### src/bvp_pkg.sv
// Package for the battery voltage to percent unit: widths, chemistry codes,
// the linear-mode constants and the breakpoint tables with their lookup functions.
// No dependencies.
`timescale 1ns / 1ps

package bvp_pkg;

    // Field widths.
    localparam int MV_W    = 13;
    localparam int PCT_W   = 7;
    localparam int CHEM_W  = 2;

    // Table geometry: storage holds up to MAX_POINTS, a table uses at most TABLE_POINTS.
    localparam int MAX_POINTS   = 16;
    localparam int TABLE_POINTS = 8;
    localparam int IDX_W        = $clog2(MAX_POINTS);
    localparam int CNT_W        = $clog2(MAX_POINTS + 1);

    // Divider geometry: the dividend is at most a percent drop times a voltage distance.
    localparam int NUM_W     = PCT_W + MV_W;
    localparam int DIV_CNT_W = $clog2(NUM_W);

    // Chemistry codes.
    localparam logic [CHEM_W-1:0] CHEM_LIION = 2'd0;
    localparam logic [CHEM_W-1:0] CHEM_ALK   = 2'd1;
    localparam logic [CHEM_W-1:0] CHEM_COIN  = 2'd2;

    // Lithium-ion linear law: pct = mv * 2 / 15 - 459 between the clamps.
    // The divide by 15 is a reciprocal multiply: mv * 2 / 15 == (mv * 17478) >> 17,
    // exact for every voltage below the full clamp.
    localparam logic [MV_W-1:0]  LI_FULL_MV  = 13'd4200;
    localparam logic [MV_W-1:0]  LI_EMPTY_MV = 13'd3450;
    localparam int               LI_RECIP_W  = 15;
    localparam logic [LI_RECIP_W-1:0] LI_RECIP = 15'd17478;
    localparam int               LI_PROD_W   = MV_W + LI_RECIP_W;
    localparam int               LI_SHIFT    = 17;
    localparam logic [NUM_W-1:0] LI_OFFSET   = 20'd459;
    localparam logic [PCT_W-1:0] PCT_FULL    = 7'd100;
    localparam logic [PCT_W-1:0] PCT_EMPTY   = 7'd0;

    // Point counts of the two tables.
    localparam int ALK_COUNT  = 8;
    localparam int COIN_COUNT = 6;

    typedef logic [MV_W-1:0]  mv_tab_t  [MAX_POINTS];
    typedef logic [PCT_W-1:0] pct_tab_t [MAX_POINTS];

    // Two alkaline cells in series, falling voltage.
    localparam mv_tab_t ALK_MV = '{
        13'd3200, 13'd3000, 13'd2900, 13'd2600, 13'd2520, 13'd2400, 13'd2280, 13'd1800,
        13'd0, 13'd0, 13'd0, 13'd0, 13'd0, 13'd0, 13'd0, 13'd0
    };
    localparam pct_tab_t ALK_PCT = '{
        7'd100, 7'd94, 7'd88, 7'd40, 7'd28, 7'd16, 7'd10, 7'd0,
        7'd0, 7'd0, 7'd0, 7'd0, 7'd0, 7'd0, 7'd0, 7'd0
    };

    // Coin cell, falling voltage.
    localparam mv_tab_t COIN_MV = '{
        13'd2900, 13'd2700, 13'd2600, 13'd2500, 13'd2200, 13'd2000, 13'd0, 13'd0,
        13'd0, 13'd0, 13'd0, 13'd0, 13'd0, 13'd0, 13'd0, 13'd0
    };
    localparam pct_tab_t COIN_PCT = '{
        7'd100, 7'd30, 7'd20, 7'd10, 7'd5, 7'd0, 7'd0, 7'd0,
        7'd0, 7'd0, 7'd0, 7'd0, 7'd0, 7'd0, 7'd0, 7'd0
    };

    // Voltage of one breakpoint of the selected table.
    function automatic logic [MV_W-1:0] tbl_mv(input logic [CHEM_W-1:0] chem,
                                               input logic [IDX_W-1:0] idx);
        tbl_mv = (chem == CHEM_COIN) ? COIN_MV[idx] : ALK_MV[idx];
    endfunction

    // Percent of one breakpoint of the selected table.
    function automatic logic [PCT_W-1:0] tbl_pct(input logic [CHEM_W-1:0] chem,
                                                 input logic [IDX_W-1:0] idx);
        tbl_pct = (chem == CHEM_COIN) ? COIN_PCT[idx] : ALK_PCT[idx];
    endfunction

    // Number of points in use, cut to TABLE_POINTS.
    function automatic logic [CNT_W-1:0] tbl_count(input logic [CHEM_W-1:0] chem);
        int n;
        n = (chem == CHEM_COIN) ? COIN_COUNT : ALK_COUNT;
        if (n > TABLE_POINTS)
        begin
            n = TABLE_POINTS;
        end
        tbl_count = CNT_W'(n);
    endfunction

    // Saturate a wide intermediate to the percent range.
    function automatic logic [PCT_W-1:0] clamp_pct(input logic [NUM_W-1:0] v);
        clamp_pct = (v > NUM_W'(PCT_FULL)) ? PCT_FULL : v[PCT_W-1:0];
    endfunction

endpackage

### src/bvp_ifs.sv
// Handshake channels of the battery voltage to percent unit: voltage samples in,
// percent results out, and the chemistry configuration write. Depends on bvp_pkg.
`timescale 1ns / 1ps

interface bvp_in_if import bvp_pkg::*; ();
    logic            valid;
    logic            ready;
    logic [MV_W-1:0] millivolts;

    modport source (output valid, output millivolts, input ready);
    modport sink   (input valid, input millivolts, output ready);
endinterface

interface bvp_out_if import bvp_pkg::*; ();
    logic             valid;
    logic             ready;
    logic [PCT_W-1:0] percent;

    modport source (output valid, output percent, input ready);
    modport sink   (input valid, input percent, output ready);
endinterface

interface bvp_cfg_if import bvp_pkg::*; ();
    logic              valid;
    logic              ready;
    logic [CHEM_W-1:0] chemistry;

    modport source (output valid, output chemistry, input ready);
    modport sink   (input valid, input chemistry, output ready);
endinterface

### src/battery_voltage_to_percent_unit.sv
// Top level of the battery voltage to percent unit: sequencer, shared subtract unit,
// breakpoint search, small multipliers and restoring divider. Depends on bvp_pkg, bvp_ifs.
`timescale 1ns / 1ps

// Converts one battery voltage word (millivolts) into a state-of-charge percent word.
// The chemistry register picks lithium-ion (clamped linear law), two-cell alkaline or
// coin cell (breakpoint tables with truncating interpolation); code 3 acts as
// lithium-ion. One word is in flight at a time and sample.ready is low while it is
// worked on. A clamped lithium-ion voltage goes straight to the output state and any
// other lithium-ion voltage passes the finishing state first (the divide by 15 is a
// constant reciprocal multiply). In table mode the search visits one point a cycle; it
// stops at the first point for a voltage above it and at the last point for one below
// every point. A voltage inside a segment then passes the multiply state, a bit-serial
// divide on the same subtract unit, the finishing state and the output state that
// loads the result. sample.ready rises at the edge that loads the result register, so
// the next word can be accepted while a finished word still waits to be taken; a
// second finished word waits in the sequencer with sample.ready low until the first
// one is taken.
// Configuration writes are taken at any time and should be made while idle.
module battery_voltage_to_percent_unit
    import bvp_pkg::*;
(
    input  logic             clk,
    input  logic             rst_n,
    bvp_in_if.sink           sample,
    bvp_out_if.source        result,
    bvp_cfg_if.sink          cfg
);

    // Sequencer states.
    localparam logic [2:0] ST_IDLE   = 3'd0;
    localparam logic [2:0] ST_SEARCH = 3'd1;
    localparam logic [2:0] ST_MUL    = 3'd2;
    localparam logic [2:0] ST_DIV    = 3'd3;
    localparam logic [2:0] ST_FIN    = 3'd4;
    localparam logic [2:0] ST_OUT    = 3'd5;

    logic [2:0]           state_reg,     state_next;
    logic [CHEM_W-1:0]    chem_reg,      chem_next;
    logic [CHEM_W-1:0]    item_chem_reg, item_chem_next;
    logic [MV_W-1:0]      mv_reg,        mv_next;
    logic                 lin_reg,       lin_next;
    logic [IDX_W-1:0]     idx_reg,       idx_next;
    logic [NUM_W-1:0]     num_reg,       num_next;
    logic [MV_W-1:0]      rem_reg,       rem_next;
    logic [MV_W-1:0]      den_reg,       den_next;
    logic [PCT_W-1:0]     drop_reg,      drop_next;
    logic [MV_W-1:0]      dist_reg,      dist_next;
    logic [PCT_W-1:0]     base_reg,      base_next;
    logic [DIV_CNT_W-1:0] cnt_reg,       cnt_next;
    logic [PCT_W-1:0]     res_reg,       res_next;
    logic                 out_valid_reg, out_valid_next;
    logic [PCT_W-1:0]     out_pct_reg,   out_pct_next;

    // Shared subtract unit: borrow out means a < b.
    logic [MV_W:0]        alu_a;
    logic [MV_W:0]        alu_b;
    logic [MV_W+1:0]      alu_diff;
    logic                 alu_borrow;

    logic [CNT_W-1:0]     n_pts;
    logic [IDX_W-1:0]     idx_prev;
    logic [MV_W-1:0]      hi_mv;
    logic [MV_W-1:0]      lo_mv;
    logic [MV_W-1:0]      seg_run;
    logic [MV_W:0]        trial;
    logic [LI_PROD_W-1:0] lin_prod;
    logic                 in_fire;

    assign in_fire       = sample.valid && sample.ready;
    assign sample.ready  = (state_reg == ST_IDLE);
    assign cfg.ready     = 1'b1;
    assign result.valid  = out_valid_reg;
    assign result.percent = out_pct_reg;

    // Table lookups for the point under test and the one before it.
    assign n_pts    = tbl_count(item_chem_reg);
    assign idx_prev = idx_reg - IDX_W'(1);
    assign hi_mv    = tbl_mv(item_chem_reg, idx_prev);
    assign lo_mv    = tbl_mv(item_chem_reg, idx_reg);
    assign seg_run  = hi_mv - lo_mv;
    assign trial    = {rem_reg, num_reg[NUM_W-1]};

    // Lithium-ion quotient mv * 2 / 15 by a constant reciprocal multiply.
    assign lin_prod = LI_PROD_W'(mv_reg) * LI_PROD_W'(LI_RECIP);

    // Operand selection for the shared subtract unit.
    always_comb
    begin
        alu_a = '0;
        alu_b = '0;
        case (state_reg)
            ST_SEARCH:
            begin
                if (idx_reg == '0)
                begin
                    alu_a = {1'b0, lo_mv};
                    alu_b = {1'b0, mv_reg};
                end
                else
                begin
                    alu_a = {1'b0, mv_reg};
                    alu_b = {1'b0, lo_mv};
                end
            end
            ST_DIV:
            begin
                alu_a = trial;
                alu_b = {1'b0, den_reg};
            end
            default:
            begin
                alu_a = '0;
                alu_b = '0;
            end
        endcase
    end

    assign alu_diff   = {1'b0, alu_a} - {1'b0, alu_b};
    assign alu_borrow = alu_diff[MV_W+1];

    // Sequencer and datapath next-state logic.
    always_comb
    begin
        state_next     = state_reg;
        chem_next      = chem_reg;
        item_chem_next = item_chem_reg;
        mv_next        = mv_reg;
        lin_next       = lin_reg;
        idx_next       = idx_reg;
        num_next       = num_reg;
        rem_next       = rem_reg;
        den_next       = den_reg;
        drop_next      = drop_reg;
        dist_next      = dist_reg;
        base_next      = base_reg;
        cnt_next       = cnt_reg;
        res_next       = res_reg;
        out_valid_next = out_valid_reg;
        out_pct_next   = out_pct_reg;

        if (cfg.valid)
        begin
            chem_next = cfg.chemistry;
        end

        // The output register frees up when its word is taken.
        if (out_valid_reg && result.ready)
        begin
            out_valid_next = 1'b0;
        end

        case (state_reg)
            ST_IDLE:
            begin
                if (in_fire)
                begin
                    mv_next        = sample.millivolts;
                    item_chem_next = chem_reg;
                    idx_next       = '0;
                    rem_next       = '0;
                    cnt_next       = '0;
                    if (chem_reg == CHEM_ALK || chem_reg == CHEM_COIN)
                    begin
                        lin_next = 1'b0;
                        if (tbl_count(chem_reg) == '0)
                        begin
                            res_next   = PCT_EMPTY;
                            state_next = ST_OUT;
                        end
                        else
                        begin
                            state_next = ST_SEARCH;
                        end
                    end
                    else
                    begin
                        lin_next = 1'b1;
                        if (sample.millivolts >= LI_FULL_MV)
                        begin
                            res_next   = PCT_FULL;
                            state_next = ST_OUT;
                        end
                        else if (sample.millivolts <= LI_EMPTY_MV)
                        begin
                            res_next   = PCT_EMPTY;
                            state_next = ST_OUT;
                        end
                        else
                        begin
                            state_next = ST_FIN;
                        end
                    end
                end
            end

            ST_SEARCH:
            begin
                if (idx_reg == '0)
                begin
                    // Above the first point, or a one-point table.
                    if (alu_borrow || n_pts == CNT_W'(1))
                    begin
                        res_next   = tbl_pct(item_chem_reg, idx_reg);
                        state_next = ST_OUT;
                    end
                    else
                    begin
                        idx_next = idx_reg + IDX_W'(1);
                    end
                end
                else if (!alu_borrow)
                begin
                    // Segment found: set up the interpolation.
                    base_next = tbl_pct(item_chem_reg, idx_prev);
                    drop_next = tbl_pct(item_chem_reg, idx_prev)
                              - tbl_pct(item_chem_reg, idx_reg);
                    dist_next = hi_mv - mv_reg;
                    den_next  = seg_run;
                    if (seg_run == '0)
                    begin
                        res_next   = tbl_pct(item_chem_reg, idx_prev);
                        state_next = ST_OUT;
                    end
                    else
                    begin
                        state_next = ST_MUL;
                    end
                end
                else if (CNT_W'(idx_reg) == n_pts - CNT_W'(1))
                begin
                    // Below every point.
                    res_next   = tbl_pct(item_chem_reg, idx_reg);
                    state_next = ST_OUT;
                end
                else
                begin
                    idx_next = idx_reg + IDX_W'(1);
                end
            end

            ST_MUL:
            begin
                num_next   = drop_reg * dist_reg;
                state_next = ST_DIV;
            end

            ST_DIV:
            begin
                // One restoring step: quotient bits shift into the dividend register.
                rem_next = alu_borrow ? trial[MV_W-1:0] : alu_diff[MV_W-1:0];
                num_next = {num_reg[NUM_W-2:0], !alu_borrow};
                cnt_next = cnt_reg + DIV_CNT_W'(1);
                if (cnt_reg == DIV_CNT_W'(NUM_W - 1))
                begin
                    state_next = ST_FIN;
                end
            end

            ST_FIN:
            begin
                if (lin_reg)
                begin
                    res_next = clamp_pct(NUM_W'(lin_prod[LI_PROD_W-1:LI_SHIFT]) - LI_OFFSET);
                end
                else
                begin
                    res_next = clamp_pct(NUM_W'(base_reg) - num_reg);
                end
                state_next = ST_OUT;
            end

            ST_OUT:
            begin
                if (!out_valid_reg || result.ready)
                begin
                    out_valid_next = 1'b1;
                    out_pct_next   = res_reg;
                    state_next     = ST_IDLE;
                end
            end

            default:
            begin
                state_next = ST_IDLE;
            end
        endcase
    end

    // State registers.
    always_ff @(posedge clk or negedge rst_n)
    begin
        if (!rst_n)
        begin
            state_reg     <= ST_IDLE;
            chem_reg      <= CHEM_LIION;
            out_valid_reg <= 1'b0;
        end
        else
        begin
            state_reg     <= state_next;
            chem_reg      <= chem_next;
            out_valid_reg <= out_valid_next;
        end
    end

    // Datapath registers.
    always_ff @(posedge clk)
    begin
        item_chem_reg <= item_chem_next;
        mv_reg        <= mv_next;
        lin_reg       <= lin_next;
        idx_reg       <= idx_next;
        num_reg       <= num_next;
        rem_reg       <= rem_next;
        den_reg       <= den_next;
        drop_reg      <= drop_next;
        dist_reg      <= dist_next;
        base_reg      <= base_next;
        cnt_reg       <= cnt_next;
        res_reg       <= res_next;
        out_pct_reg   <= out_pct_next;
    end

    // A result word never exceeds full charge.
    a_pct_range: assert property (@(posedge clk) disable iff (!rst_n)
        result.valid |-> result.percent <= PCT_FULL)
        else $error("percent above full charge");

    // The divider never runs with a zero divisor.
    a_den_nonzero: assert property (@(posedge clk) disable iff (!rst_n)
        state_reg == ST_DIV |-> den_reg != '0)
        else $error("divide by zero in divider");

    // No second word is taken in the cycle after one is accepted.
    a_one_at_a_time: assert property (@(posedge clk) disable iff (!rst_n)
        in_fire |=> !sample.ready)
        else $error("second word accepted while busy");

    // The breakpoint search stays inside the table in use.
    a_idx_range: assert property (@(posedge clk) disable iff (!rst_n)
        state_reg == ST_SEARCH |-> CNT_W'(idx_reg) < n_pts)
        else $error("breakpoint index beyond table");

endmodule

### src/flat_wrapper.sv
// flat-port wrapper written by rule: the top's interface ports become plain ports
module battery_voltage_to_percent_unit_flat import bvp_pkg::*;
  (clk, rst_n, sample_valid, sample_millivolts, sample_ready, result_valid, result_percent, result_ready, cfg_valid, cfg_chemistry, cfg_ready);
  bvp_in_if sample_i ();
  bvp_out_if result_i ();
  bvp_cfg_if cfg_i ();
  input  logic clk;
  input  logic rst_n;
  input wire logic [$bits(sample_i.valid)-1:0] sample_valid;
  input wire logic [$bits(sample_i.millivolts)-1:0] sample_millivolts;
  output wire logic [$bits(sample_i.ready)-1:0] sample_ready;
  output wire logic [$bits(result_i.valid)-1:0] result_valid;
  output wire logic [$bits(result_i.percent)-1:0] result_percent;
  input wire logic [$bits(result_i.ready)-1:0] result_ready;
  input wire logic [$bits(cfg_i.valid)-1:0] cfg_valid;
  input wire logic [$bits(cfg_i.chemistry)-1:0] cfg_chemistry;
  output wire logic [$bits(cfg_i.ready)-1:0] cfg_ready;
  assign sample_i.valid = sample_valid;
  assign sample_i.millivolts = sample_millivolts;
  assign sample_ready = sample_i.ready;
  assign result_valid = result_i.valid;
  assign result_percent = result_i.percent;
  assign result_i.ready = result_ready;
  assign cfg_i.valid = cfg_valid;
  assign cfg_i.chemistry = cfg_chemistry;
  assign cfg_ready = cfg_i.ready;
  battery_voltage_to_percent_unit u_core (.clk(clk), .rst_n(rst_n), .sample(sample_i), .result(result_i), .cfg(cfg_i));
endmodule
### config.mk
export PLATFORM = sky130hd
export DESIGN_NAME = battery_voltage_to_percent_unit_flat
export DESIGN_NICKNAME = d
export VERILOG_FILES = /design/src/bvp_pkg.sv /design/src/bvp_ifs.sv /design/src/battery_voltage_to_percent_unit.sv /design/src/flat_wrapper.sv
export SDC_FILE = /design/constraint.sdc
export NUM_CORES = 1
export LEC_CHECK = 0
export BUFFER_PORTS_ARGS = -buffer_cell sky130_fd_sc_hd__clkbuf_2
export CAP_MARGIN = 20
export CELL_PAD_IN_SITES_DETAIL_PLACEMENT = 1
export CELL_PAD_IN_SITES_GLOBAL_PLACEMENT = 1
export CORE_ASPECT_RATIO = 0.8
export CORE_UTILIZATION = 45
export CTS_BUF_LIST = sky130_fd_sc_hd__clkbuf_2 sky130_fd_sc_hd__clkbuf_4 sky130_fd_sc_hd__clkbuf_8
export DETAILED_ROUTE_END_ITERATION = 12
export PLACE_DENSITY_LB_ADDON = 0.1
export REMOVE_ABC_BUFFERS = 1
export SLEW_MARGIN = 20
export SYNTH_ARGS = -nofsm -noshare
export SYNTH_HDL_FRONTEND = slang
export SYNTH_SLANG_ARGS = --single-unit
### constraint.sdc
create_clock -name clk -period 18.39 [get_ports clk]
set_input_delay 5.517 -clock clk [delete_from_list [all_inputs] [get_ports clk]]
set_output_delay 5.517 -clock clk [all_outputs]
set_load 0.01 [all_outputs]
==> results of run 1 <==
[path summary, 6_finish.rpt]
path	start	to	slack, ns	cells after the start
hold reg to reg	u_core.res_reg[6]$_DFFE_PP_	u_core.result.percent[6]$_DFFE_PP_	0.42	0
setup reg to reg	u_core.idx_reg[0]$_SDFFCE_PN0P_	u_core.res_reg[6]$_DFFE_PP_	11.33	19
hold / removal	u_core.res_reg[6]$_DFFE_PP_	u_core.result.percent[6]$_DFFE_PP_	0.42	0
min in group asynchronous	rst_n	u_core.chem_reg[0]$_DFFE_PN0P_	4.87	1
setup / recovery	u_core.state_reg[0]$_DFFE_PN0P_	sample_ready	11.21	2
max in group asynchronous	rst_n	u_core.result.valid$_DFF_PN0_	13.33	1
[per-stage QoR]
| stage | instances | area, sq um |
|---|---|---|
| final | 1916 | 14360 |
| after global routing | 1916 | 14360 |
| after CTS | 1916 | 14360 |
| after detailed placement | 1884 | 13970 |
| after global placement | 1884 | 13970 |
| after floorplan | 1466 | 13250 |
[final cells by class]
type | count | area (sq um)
Fill cell | 3487 | 15000
Multi-Input combinational cell | 1179 | 9165
Sequential cell | 116 | 3453
Inverter | 171 | 644.4
Tap cell | 377 | 471.7
Clock buffer | 19 | 249.0
Timing Repair Buffer | 41 | 237.7
Clock inverter | 13 | 135.1
[synthesized netlist by cell type (6+ instances only)]
master | count | area share [%]
a21boi_0 | 6 | 0.33
clkbuf_1 | 48 | 1.3
o31ai_1 | 9 | 0.50
nor4_1 | 6 | 0.28
inv_1 | 169 | 4.7
nand2b_1 | 15 | 0.70
or3_1 | 10 | 0.46
nand2_1 | 163 | 4.5
fa_1 | 77 | 11
o21ai_0 | 79 | 2.9
nand3_1 | 24 | 0.89
mux2i_1 | 14 | 1.0
nor2_1 | 120 | 3.3
dfrtp_1 | 6 | 1.1
or4_1 | 6 | 0.33
or2_2 | 9 | 0.42
nor3_1 | 39 | 1.4
xor2_1 | 19 | 1.2
a211o_1 | 7 | 0.45
a22oi_1 | 13 | 0.72
and2_1 | 35 | 1.6
o21a_1 | 11 | 0.61
a211oi_1 | 16 | 0.89
nor2b_1 | 18 | 0.84
edfxtp_1 | 110 | 24
o211ai_1 | 15 | 0.84
xnor2_1 | 49 | 3.2
and3_1 | 11 | 0.51
a21o_1 | 22 | 1.2
ha_1 | 172 | 16
a31oi_1 | 10 | 0.46
o21bai_1 | 10 | 0.56
a21oi_1 | 100 | 3.7
a2111oi_0 | 6 | 0.39
[worst max-delay path, delay by kind of cell (launching register included)]
kind	cells	cell delay (ns)
and+or+nand+nor	1	0.41
DFF	1	0.58
buffers and inverters	1	0.20
[kinds of logic after synthesis]
kind of cell,count (synthesis),share of synthesized area [%]
compound gates,357,17.34
xor+xnor,68,4.417
fa+ha+maj,249,27.39
buf+inv,227,6.533
flops,116,25.61
mux,19,1.457
other cells,1,0.02781
simple gates,485,17.22
[metal layers]
metal	vias to the layer above	global-route usage, %
met4	2	4.349
met2	201	40.24
li1	5343	-
met5	-	0
met3	26	3.772
met1	5628	41.85
[layout by cell type, fill, tap and decap left out, types with 35 or more instances in the layout]
master,count
nor3_1,39
nor2_1,118
fa_1,77
inv_1,169
ha_1,172
edfxtp_1,110
nand2_1,163
o21ai_0,79
and2_1,35
xnor2_1,49
a21oi_1,100
==> results.txt, run 1 <==
WL met2 -> 16960 um
Wire length on met3 -> 1530 um
Pre-CTS WS -> 10.89 ns
CP cell instances -> nor3_1 > clkbuf_2
Vias per std cell -> 5.846
Critical Path RT -> 12.87 ns
TNS Setup -> 0 ns
Die Area -> 30660 sq um
Yosys warns -> 0
Hold WC Path Type -> flip-flop to flip-flop
Metal-1 WL -> 21320 um
Register area share after synthesis -> 25.61%
H-tree depth -> 4
PnR worst setup slack -> 11.21 ns
Final Max Slew Viols -> 0
I/O Buffers -> 28
Post-Syn Area -> 13480 sq um
CTS Root Cell -> clkbuf_8
Final hold vios -> 0
Synth Flop Type -> edfxtp_1
Fmax -> 139.3 MHz
Final antenna-violating net count -> 0
Top Ports -> 30
Wire length per cell -> 20.98 um
Largest net degree at the start of global routing -> 47
Pre-antenna DRT Iters -> 7
WHS -> 0.4236 ns
Slew HR -> 30.51%
Hold_buf cts -> 0
Initial Util -> 45.93%
Chip Width -> 195.5 um
Post-synth EDFFs -> 110
Clock transition at path regs -> 0.09 ns
Core area -> 29360 sq um
Share of cells above drive strength 1 -> 7.407%
P&R area growth vs syn -> 6.478%
Max cap viols -> 0
Vias in the first global route -> 11.06k
Critical path class -> flip-flop to output pin
Syn Inst Count -> 1522
Worst skew pair latency -> 0.47 ns
Finished Core Util -> 48.90%
Tightest Pin Transition -> 1.034 ns
Min cycle time layout -> 7.178 ns
Seq cells post-synth -> 116
Crit Path Max Fanout -> 16
Final wirelength -> 40200 um
Rows -> 56
Slowest cell on crit path -> dfrtp_1
Count of different cell masters after synthesis -> 94
CP max stage delay -> 0.58 ns
First-pass GRT wire length -> 63820 um
Clock Sinks -> 116
Asr flop ratio synth -> 5.172%
Syn avg cell area -> 8.859 sq um
RSZ-0062 raised after global routing -> false
Max FFs per register -> 20
Initial antenna violation count -> 1
Post-route DRC -> 0
CP endpoint kind -> output pin
Die span in y -> 156.8 um
Final #Nets -> 1795
GP Congestion -> 0.8728
Post-CTS Setup Bufs -> 0
CP Data Arrival Time -> 1.66 ns
Overflow after GRT -> 0
Antenna Cells -> 0
Final setup viols -> 0
Fin crit share -> 39.03%
Layout Skew -> 0.01874 ns
Outcome -> finished, final reports clean
Top layer reached by signal wires -> met5
Post-DP HPWL -> 32050 um
CTS max path bufs -> 2
Startpoint Class -> flip-flop
Via count -> 11.20k
CTS tree -> built
Post-CTS sizing -> 0
TritonCTS Buffers -> 17
Starting DRT DRC Count -> 831
GRT Total Usage -> 27.09%
Power of run 1 is not shown: default switching activity piles up to over one toggle a cycle in this logic, so the estimate is an artifact.
==> inputs of run 2 (changes only) <==
==> constraint.sdc (replaced) <==
create_clock -name clk -period 6.9 [get_ports clk]
set_input_delay 2.07 -clock clk [delete_from_list [all_inputs] [get_ports clk]]
set_output_delay 2.07 -clock clk [all_outputs]
set_load 0.01 [all_outputs]
==> run 2 against run 1 <==
Effect of this change: global-route usage grew 1.0 points; sequential cell count unchanged; final cell count is 0.47% higher; die area unchanged; register-to-register slack worse by 11 ns; sequential share of layout area fell by 0.22 points; clock skew rose by 0.0058 ns; clock-buffer cell count stayed put; design area up 0.91%; critical endpoint is now u_core.res_reg[2]$_DFFE_PP_.
==> results.txt, run 2 (synthesized netlist as in run 1, its figures left out) <==
Critical Path RT -> 7.08 ns
Clock Sinks -> 116
TritonCTS Buffers -> 17
Min cycle time layout -> 6.395 ns
GRT Total Usage -> 28.14%
Vias in the first global route -> 11.55k
Largest net degree at the start of global routing -> 34
Antenna Cells -> 0
CP Data Arrival Time -> 6.58 ns
I/O Buffers -> 28
Post-DP HPWL -> 33730 um
Fmax -> 156.4 MHz
Final wirelength -> 41730 um
Final Max Slew Viols -> 0
Commonest non-fill, non-tap cells in the layout -> ha_1 (171), inv_1 (169), nand2_1 (163)
Reg2reg path depth -> 21
Final #Nets -> 1804
Post-CTS Setup Bufs -> 0
Hold_buf cts -> 0
Die span in y -> 156.8 um
Vias per std cell -> 5.883
RSZ-0062 raised after global routing -> false
Starting DRT DRC Count -> 752
Clock transition at path regs -> 0.09 ns
Startpoint Class -> flip-flop
Final setup viols -> 0
Crit Path Max Fanout -> 19
Post-route DRC -> 0
Hold Crit Depth -> 0
Pre-antenna DRT Iters -> 5
CP endpoint kind -> flip-flop
Share of cells above drive strength 1 -> 8.140%
Slew HR -> 28.81%
Top Ports -> 30
Wire length per cell -> 21.68 um
Chip Width -> 195.5 um
First-pass GRT wire length -> 65930 um
Final antenna-violating net count -> 0
TNS Setup -> 0 ns
Worst hold start -> u_core.res_reg[2]$_DFFE_PP_
P&R area growth vs syn -> 7.443%
CTS max path bufs -> 2
Layout Skew -> 0.02456 ns
Post-CTS sizing -> 0
CTS Root Cell -> clkbuf_8
Rows -> 56
Via count -> 11.32k
Critical path class -> flip-flop to flip-flop
Setup crit start -> u_core.idx_reg[0]$_SDFFCE_PN0P_
R2R Setup Slk -> 0.50 ns
Max cap viols -> 0
Origin of the critical flop-to-flop path -> u_core.idx_reg[0]$_SDFFCE_PN0P_
Initial antenna violation count -> 0
Overflow after GRT -> 0
H-tree depth -> 4
Commonest non-fill, non-tap cell in the layout -> ha_1
Core area -> 29360 sq um
Fin crit share -> 92.69%
Die Area -> 30660 sq um
Worst skew pair latency -> 0.48 ns
FILL cells -> 3452
Initial Util -> 45.93%
CTS tree -> built
Max FFs per register -> 20
Hold WC Path Type -> flip-flop to flip-flop
Tightest Pin Transition -> 1.066 ns
GP Congestion -> 0.9116
Final hold vios -> 0
Outcome -> finished, final reports clean
## run 2: cell type report
class / instances / area, sq um / share of cell area (%)
Timing Repair Buffer: 50 / 305.3 / 2.107
Inverter: 171 / 644.4 / 4.448
Clock inverter: 13 / 181.4 / 1.252
Multi-Input combinational cell: 1179 / 9181 / 63.38
Tap cell: 377 / 471.7 / 3.256
Sequential cell: 116 / 3453 / 23.84
Clock buffer: 19 / 249.0 / 1.719
## run 2: worst max-delay path, cell delays in order (launching register included)
cell,delay [ns]
edfxtp_1,0.40
inv_1,0.30
ha_1,0.43
inv_1,0.09
ha_2,0.57
nor3_1,0.10
or2_2,0.31
nor2_1,0.20
a21oi_1,0.06
o21ai_0,0.36
ha_1,0.33
nor2b_1,0.14
o21ai_0,0.22
nand2_1,0.08
nor2_1,0.09
nor2_1,0.06
or4_1,0.59
a2111oi_0,0.45
nor4b_4,0.43
a21oi_1,0.14
a2111oi_1,0.46
buf_4,0.26
## run 2: stage by stage
stage               setup WS [ns]  std cells  utilization [%]  hold slack (ns)  cell area (sq um)
global placement           0.5660       1893            47.81           0.4085              14030
finish                     0.5047       1925            49.34           0.4292              14490
detailed placement         0.4568       1893            47.81           0.4107              14030
CTS                        0.3793       1925            49.27           0.4285              14470
global route               0.1180       1925            49.34           0.4305              14490
floorplan                  0.5964       1466                -           0.4003              13250
## run 2: final timing paths
check                                                           to
worst max-delay path                   u_core.res_reg[2]$_DFFE_PP_
worst min-delay path            u_core.result.percent[2]$_DFFE_PP_
worst max register to register         u_core.res_reg[2]$_DFFE_PP_
worst min register to register  u_core.result.percent[2]$_DFFE_PP_
max in group asynchronous          u_core.state_reg[2]$_DFFE_PN0P_
min in group asynchronous          u_core.state_reg[0]$_DFFE_PN0P_
## run 2: layer usage
metal	up-vias	wire (um)	global-route usage [%]
met3	33	2031	4.073
met4	0	427	5.137
met2	271	17700	42.21
met1	5665	21560	42.82
li1	5355	-	-
met5	-	0	0
Power of run 2 is left out for the same reason.
